`config.mk`:
```
export PLATFORM = sky130hd
export DESIGN_NAME = ecpi_ctrl
export DESIGN_NICKNAME = d
export VERILOG_FILES = /design/src/rtl/core/ecpi_pkg.sv /design/src/rtl/core/ecpi_ctrl.sv
export SDC_FILE = /design/constraint.sdc
export NUM_CORES = 1
export LEC_CHECK = 0
export ABC_AREA = 1
export BUFFER_PORTS_ARGS = -buffer_cell sky130_fd_sc_hd__buf_2
export CORE_AREA = 2 2 39 41
export CTS_BUF_LIST = sky130_fd_sc_hd__clkbuf_4 sky130_fd_sc_hd__clkbuf_8 sky130_fd_sc_hd__clkbuf_16
export CTS_CLUSTER_DIAMETER = 60
export DETAILED_ROUTE_END_ITERATION = 12
export DIE_AREA = 0 0 41 43
export PLACE_DENSITY = 0.4
export RECOVER_POWER = 100
export SYNTH_ARGS = -nofsm -noshare
export SYNTH_HDL_FRONTEND = slang
export SYNTH_SLANG_ARGS = --single-unit
```
`constraint.sdc`:
```
create_clock -name i_clk -period 2 [get_ports i_clk]
set_input_delay 0.4 -clock i_clk [delete_from_list [all_inputs] [get_ports i_clk]]
set_output_delay 0.4 -clock i_clk [all_outputs]
set_load 0.02 [all_outputs]
```
`src/rtl/core/ecpi_pkg.sv`:
```
// ----------------------------------------------------------------------------
// ecpi_pkg
// Shared types and constants of the exact color palette indexer.
// ----------------------------------------------------------------------------
package ecpi_pkg;

    localparam int PALETTE_MAX_DEF = 256;
    localparam int TABLE_SLOTS_DEF = 2048;

    localparam int COMP_W  = 8;
    localparam int KEY_W   = 24;
    localparam int IDX_W   = 8;
    localparam int CNT_W   = 9;
    localparam int EPOCH_W = 8;

    localparam logic [31:0] HASH_MUL = 32'h9e37_79b1;

    typedef enum logic [2:0] {
        S_INIT,
        S_IDLE,
        S_WIPE,
        S_HASH,
        S_READ,
        S_CHECK
    } t_state;

    typedef struct packed {
        logic load;
        logic epoch_inc;
        logic epoch_rst;
        logic wipe_en;
        logic hash;
        logic rd_first;
        logic step;
        logic finish;
    } t_cmd;

    typedef struct packed {
        logic epoch_max;
        logic wipe_last;
        logic probe_more;
        logic out_free;
    } t_stat;

endpackage

```
`src/rtl/core/ecpi_ctrl.sv`:
```
// ----------------------------------------------------------------------------
// ecpi_ctrl
// Controller: table wipe, pixel accept, hash, probe loop and result hand-off.
// ----------------------------------------------------------------------------
module ecpi_ctrl (
    input  logic            i_clk,
    input  logic            i_rst_n,
    input  logic            i_in_valid,
    input  logic            i_frame_start,
    output logic            o_in_ready,
    input  ecpi_pkg::t_stat i_stat,
    output ecpi_pkg::t_cmd  o_cmd
);
    import ecpi_pkg::*;

    t_state r_state, n_state;

    always_ff @(posedge i_clk) begin
        if (!i_rst_n) begin
            r_state <= S_INIT;
        end else begin
            r_state <= n_state;
        end
    end

    always_comb begin
        n_state    = r_state;
        o_cmd      = '0;
        o_in_ready = 1'b0;
        case (r_state)
            S_INIT: begin
                o_cmd.wipe_en = 1'b1;
                if (i_stat.wipe_last) begin
                    n_state = S_IDLE;
                end
            end
            S_IDLE: begin
                o_in_ready = 1'b1;
                if (i_in_valid) begin
                    o_cmd.load = 1'b1;
                    n_state    = S_HASH;
                    if (i_frame_start) begin
                        if (i_stat.epoch_max) begin
                            o_cmd.epoch_rst = 1'b1;
                            n_state         = S_WIPE;
                        end else begin
                            o_cmd.epoch_inc = 1'b1;
                        end
                    end
                end
            end
            S_WIPE: begin
                o_cmd.wipe_en = 1'b1;
                if (i_stat.wipe_last) begin
                    n_state = S_HASH;
                end
            end
            S_HASH: begin
                o_cmd.hash = 1'b1;
                n_state    = S_READ;
            end
            S_READ: begin
                o_cmd.rd_first = 1'b1;
                n_state        = S_CHECK;
            end
            S_CHECK: begin
                if (i_stat.probe_more) begin
                    o_cmd.step = 1'b1;
                end else if (i_stat.out_free) begin
                    o_cmd.finish = 1'b1;
                    n_state      = S_IDLE;
                end
            end
            default: begin
                n_state = S_INIT;
            end
        endcase
    end
endmodule

```
# --- Word level (Yosys, flattened, before mapping) ---
# Cells that the tools add are included.
# W data, S select, Z words.
word_totals:
  input_bits: 8
  output_inout_bits: 9
  regBits: 3
  romBits: 0
  wordCells: 35
  latchBits: 0
  ram_bits: 0
  n_memories: 0
op_classes:
  n_reduce_logical: 3
  mul: 0
  n_addsub: 0
  eq_ne: 10
  div: 0
  bitwise_logic: 0
  n_mux: 21
  magnitude_cmp: 0
  shift: 0
ops:
  columns: ["operator", "count"]
  rows:
  - ["$mux W3", 7]
  - ["$pmux W3 S6", 1]
  - ["$mux W1", 11]
  - ["$ne A2 B2 Y1 const B", 5]
  - ["$eq A3 B2 Y1 const B", 2]
  - ["$eq A3 B3 Y1 const B", 2]
  - ["$reduce_and A5 Y1", 1]
  - ["$mux W2", 2]
  - ["$eq A3 B1 Y1 const B", 1]
  - ["$logic_not A3 Y1", 1]
  - ["$reduce_or A2 Y1", 1]

# --- Depth between registers and ports, before layout ---
# Gate-level depths: netlist of the first run.
depth:
  ltp_word: 4
  depth_mapped: 7
  ltp_nobuf: 7

# --- Worst setup path after synthesis of the first run ---
# Ideal clock, no wire load.
synth_timing:
  kind: "register to output"
  start: "register r_state[0]"
  end: "output port o_cmd[5] in the netlist's numbering"
  arrival_time_ns: 1.115
  path_buffers: 0
  path_slack_ns: 0.485
  required_time_ns: 1.600
  stages_incl_launch_ff: 5
  path_cell_list: "dfxtp_1 -> inv_2 -> nor2_4 -> nand2_2 -> nor3_1"
synth_lines:
  columns: ["item", "line", "rtl"]
  rows:
  - ["start, declared", "ecpi_ctrl.sv:16", "t_state r_state, n_state;"]
  - ["start signal, assigned", "ecpi_ctrl.sv:22", "r_state <= n_state;"]
  - ["end, declared", "ecpi_ctrl.sv:12", "output ecpi_pkg::t_cmd o_cmd"]

==> results of run 1 <==
[metal layers]
metal  global-route usage (%)  part of all wire, %  up-vias
met2                     12.8                   43       10
li1                         -                    -      166
met1                     9.24                   45      122
met4                     10.0                  2.1        0
met3                     3.14                  8.9        2
met5                        0                    0        -
[tightest hold or removal path, stage by stage]
cell and delay, ns:
buf_2 0.11, nand2_1 0.06, nor2_1 0.04
[power by group through the flow]
stage,Combinational (mW),Sequential [mW],Clock (mW)
floorplan,0.0738,0.0793,0
global placement,0.102,0.0820,0
detailed placement,0.101,0.0818,0
CTS,0.102,0.0808,0.126
global route,0.108,0.0824,0.140
finish,0.0960,0.0805,0.119
[logic make-up (layout without fill, tap and decap cells)]
family | after synthesis | count (layout) | share of synthesized area [%]
and+or+nand+nor | 28 | 28 | 60.5
buffers and inverters | 7 | 27 | 10.0
AOI/OAI and AO/OA | 3 | 3 | 6.67
DFF | 3 | 3 | 22.9
[layout make-up]
type,count,area share [%]
Multi-Input combinational cell,31,45.2
Timing Repair Buffer,16,18.8
Sequential cell,3,15.8
Clock buffer,4,7.92
Inverter,7,6.93
Tap cell,16,5.28
[stage by stage]
stage	power (mW)	hold slack (ns)
2_1_floorplan	0.153	0.526
3_3_place_gp	0.184	0.625
3_5_place_dp	0.183	0.611
4_1_cts	0.309	0.426
5_1_grt	0.331	0.424
6_report	0.296	0.431
[placed cells by master (no fill, tap or decap)]
master	instances
dfxtp_1	3
clkbuf_1	7
nor2_2	2
clkbuf_4	4
nand3_1	3
inv_2	2
a21boi_1	1
nor2_4	2
nor2_1	7
inv_1	5
buf_2	9
nor3_2	2
o21ai_0	2
nand2_2	2
nor3_1	1
nand2_1	8
nand3_2	1
[path summary, 6_finish.rpt]
kind	startpoint	end	cells past startpoint
max	r_state[0]	o_cmd[5]	5
min	i_rst_n	r_state[0]	3
max reg2reg	r_state[2]	r_state[1]	5
min reg2reg	r_state[2]	r_state[2]	2
==> impl_metrics.csv, run 1 <==
group,metric,value,unit
run_status,outcome,"finished, final reports clean",
sta,slew_viol_final,0,
setup_path,reg2reg_slack,0.86,ns
cts,cts.path.max_buffers,2,
layout,final_area,379,µm²
synthesis,synth_top_cells_by_count,"nand2_1 (8), nor2_1 (7), inv_1 (4)",
detailed_routing,drc,0,
layout,largest_reg_flops,3,
layout,syn_to_final_growth,44.3,%
synthesis,synth_edf_count,0,
grt,grt.total_usage,9.11,%
sta,setup_tns,0,ns
cts,numCtsBuffers,3,
cts,root_buffer,"clkbuf_4",
power,p_switching,0.107,mW
synthesis,synth.distinct_cells,14,
setup_path,slowest_stage,"dfxtp_1",
power,ir_drop,0.181,mV
synthesis,syn-num-nets,49,
placed_design,placed_cell_area,363,µm²
die,die_area,1760,µm²
synthesis,yosysMostFrequentCell,"nand2_1",
setup_path,crit_family,"flip-flops",
power,cellLeakagePower,0.183,nW
placed_design,gp_congestion,0.671,
power,internal_power,0.189,mW
sta,fin_skew,0.00220,ns
detailed_routing,wire_per_inst,8.64,µm
synthesis,synth.cell_area,263,µm²
layout,register_area,60.1,µm²
detailed_routing,finalWirelength,665,µm
grt,antenna_found_initial,0,
grt,grt_pass1_vias,289,
layout,insertedDiodeCount,0,
power,p_seq_share,27.2,%
grt,grt_pass1_wl,1.04,mm
cts,cts.clk_slew.worst_paths,0.03,ns
power,combPwrFrac,32.4,%
setup_path,critPathLaunchType,"flop",
sta,setup_violations,0,
layout,post-route-util,27.4,%
setup_path,worst_ep_arrival_time,1.34,ns
sta,rsz0062_at_grt,"no",
setup_path,crit_fanout,4,
die,die_x,41,µm
power,clockPowerShare,40.3,%
synthesis,async_flop_share,0,%
setup_path,crit_required,1.60,ns
sta,hold_viol,0,
hold_path,hold_path.class,"input port to flop",
setup_path,critPathKind,"flop to primary output",
detailed_routing,drtAntennaViolNets,0,
synthesis,ys_seq_area_share,22.9,%
cts,post_cts_resized,0,
layout,nFillCells,175,
detailed_routing,drtPass1Iterations,2,
setup_path,slowest_delay,0.40,ns
cts,cts_max_level,1,
die,start_util,19.0,%
detailed_routing,drt_iter0_drc,2,
setup_path,crit_buf_inv,2,
layout,regMostFlops,"r_state",
power,switching_share,36.3,%
sta,worst_slack,0.259,ns
sta,tightest_slew,0.255,ns
setup_path,endpoint_kind,"primary output",
placed_design,port_buffers,16,
placed_design,hpwl,554,µm
grt,grt_max_degree,8,
die,core,1380,µm²
detailed_routing,vias,300,
synthesis,yosys_warnings,0,
layout,multiInputGateArea,171,µm²
sta,fin_crit_sh,87.1,%
synthesis,synthTopCellsByArea,"dfxtp_1 (23%), nand2_1 (11%), nor2_1 (10%), nor2_4 (8.6%), nand3_2 (7.6%)",
synthesis,syn_inst,41,
synthesis,ys_ff_latch,3,
sta,fmax,574,MHz
sta,period_minus_slack,1.74,ns
layout,finalNonFillerCells,77,
grt,gr-total-overflow,0,
synthesis,synth_ff_type,"dfxtp_1",
synthesis,synth_top_area_share,22.9,%
power,power_density,781,nW/µm²
die,die_h,43,µm
run,maxCapViolations,0,
cts,cts.sinks,3,
die,io_pins,17,
detailed_routing,via_per_inst,3.90,
die,fp-row-count,14,
cts,cts_hold_buf,0,
layout,fin_nets,70,
setup_path,crit_chain,"inv_2 -> nor2_4 -> nand2_2 -> nor3_1 -> clkbuf_1",
cts,clkLatencyLatePin,0.23,ns
cts,cts_tree,"done",
cts,post_cts_buffers,0,
layout,drive_gt1_share,39.3,%
placed_design,placed_cells,73,
synthesis,avgSynthCellArea,6.41,µm²
placed_design,place_ws,0.503,ns
synthesis,yosysTopAreaCell,"dfxtp_1",
sta,relSlewSlack,83.0,%
layout,reg_top3,"r_state: 3 flops",
Note: power is estimated with default switching activity, not from simulation.
==> run 2: changes to the inputs <==
==> constraint.sdc (replaced) <==
create_clock -name i_clk -period 1.7 [get_ports i_clk]
set_input_delay 0.17 -clock i_clk [delete_from_list [all_inputs] [get_ports i_clk]]
set_output_delay 0.17 -clock i_clk [all_outputs]
set_load 0.02 [all_outputs]
==> impl_metrics.csv, run 2 (synthesis results as in run 1) <==
group,metric,value,unit
placed_design,gp_congestion,0.671,
layout,final_cell_mix,"clkbuf_1 (9), nand2_1 (8), nor2_1 (7), buf_2 (7)",
layout,multiInputGateArea,166,µm²
detailed_routing,wire_per_inst,8.68,µm
layout,layout_commonest_cell,"clkbuf_1",
detailed_routing,drtAntennaViolNets,0,
sta,hold_viol,0,
layout,largest_reg_flops,3,
sta,fin_crit_sh,90.0,%
cts,post_cts_resized,0,
die,io_pins,17,
grt,gr-total-overflow,0,
power,internal_power,0.220,mW
layout,register_area,60.1,µm²
layout,finalNonFillerCells,77,
cts,root_buffer,"clkbuf_4",
die,fp-row-count,14,
die,die_x,41,µm
detailed_routing,via_per_inst,3.87,
sta,slew_viol_final,0,
setup_path,critPathKind,"flop to primary output",
grt,grt_pass1_wl,1.06,mm
power,switching_share,36.3,%
setup_path,critPathLaunchType,"flop",
layout,reg_top3,"r_state: 3 flops",
grt,antenna_found_initial,0,
run_status,outcome,"finished, final reports clean",
setup_path,crit_fanout,4,
power,power_density,931,nW/µm²
grt,grt.total_usage,9.52,%
power,clockPowerShare,40.5,%
die,die_area,1760,µm²
sta,fmax,654,MHz
setup_path,crit_required,1.53,ns
placed_design,port_buffers,16,
detailed_routing,drtPass1Iterations,2,
placed_design,hpwl,554,µm
setup_path,endpoint_kind,"primary output",
power,p_switching,0.126,mW
power,combPwrFrac,32.5,%
cts,cts_hold_buf,0,
detailed_routing,vias,298,
cts,cts.path.max_buffers,2,
cts,cts.clk_slew.worst_paths,0.04,ns
power,cellLeakagePower,0.173,nW
layout,drive_gt1_share,36.1,%
power,p_seq_share,27.0,%
run,maxCapViolations,0,
sta,relSlewSlack,81.7,%
sta,fin_skew,0.00213,ns
grt,grt_pass1_vias,287,
sta,tightest_slew,0.274,ns
sta,setup_violations,0,
die,die_h,43,µm
layout,fin_nets,70,
layout,nFillCells,177,
placed_design,placed_cells,73,
sta,rsz0062_at_grt,"no",
die,start_util,19.0,%
grt,grt_max_degree,8,
sta,period_minus_slack,1.53,ns
setup_path,worst_ep_arrival_time,1.36,ns
power,ir_drop,0.254,mV
cts,post_cts_buffers,0,
cts,numCtsBuffers,3,
die,core,1380,µm²
cts,cts.sinks,3,
cts,cts_max_level,1,
detailed_routing,finalWirelength,668,µm
sta,setup_tns,0,ns
layout,regMostFlops,"r_state",
cts,clkLatencyLatePin,0.23,ns
layout,insertedDiodeCount,0,
cts,cts_tree,"done",
hold_path,hold_path.class,"input port to flop",
detailed_routing,drt_iter0_drc,1,
layout,syn_to_final_growth,41.4,%
detailed_routing,drc,0,
[run 2: changes by cell type in the layout (fill, tap and decap cells not counted)]
cell / previous run / this run
buf_2: 9 / 7
clkbuf_1: 7 / 9
inv_1: 5 / 4
nor3_2: 2 / 1
nor3_1: 1 / 2
inv_2: 2 / 3
[run 2: critical path, stage by stage, from the launching register on]
cell and delay (ns):
dfxtp_1 0.37, inv_2 0.08, nor2_4 0.13, nand2_2 0.10, nor2_4 0.09, nand2_1 0.06, nor2_2 0.07, clkbuf_1 0.22
[run 2: area by class of cell]
type | count | area share (%)
well taps | 16 | 5.39
inverters | 7 | 7.07
clock buffers | 4 | 8.08
flip-flops and latches | 3 | 16.2
multi-input cells | 31 | 44.8
repair buffers | 16 | 18.5
[run 2: worst paths after layout]
kind                    from         end  slack [ns]  depth (start not counted)
setup / recovery  r_state[0]    o_cmd[6]        0.17                          7
hold / removal       i_rst_n  r_state[1]        0.21                          3
setup reg to reg  r_state[0]  r_state[1]        0.62                          7
hold reg to reg   r_state[2]  r_state[2]        0.60                          2
[run 2: metal layers]
metal / vias up / routed length [µm] / global-route usage [%]
met4: 0 / 14 / 10.0
met3: 2 / 61 / 3.14
met2: 10 / 313 / 14.1
li1: 167 / - / -
met5: - / 0 / 0
met1: 119 / 279 / 9.27
[run 2: power groups by stage]
stage,clock [mW],combinational [mW],sequential [mW]
3_3_place_gp,0,0.121,0.0956
2_1_floorplan,0,0.0869,0.0933
4_1_cts,0.148,0.121,0.0944
3_5_place_dp,0,0.120,0.0956
5_1_grt,0.156,0.128,0.0948
6_report,0.140,0.112,0.0935
[run 2: through the flow]
step	utilization [%]	setup slack [ns]	cell area [µm²]	total power [mW]	hold slack, ns
after detailed placement	26.2	0.472	363	0.216	0.447
after global routing	26.9	0.0641	372	0.379	0.211
after global placement	26.2	0.480	363	0.217	0.447
final	26.9	0.170	372	0.346	0.205
after floorplan	-	0.415	263	0.180	0.296
after CTS	28.4	0.212	393	0.363	0.198
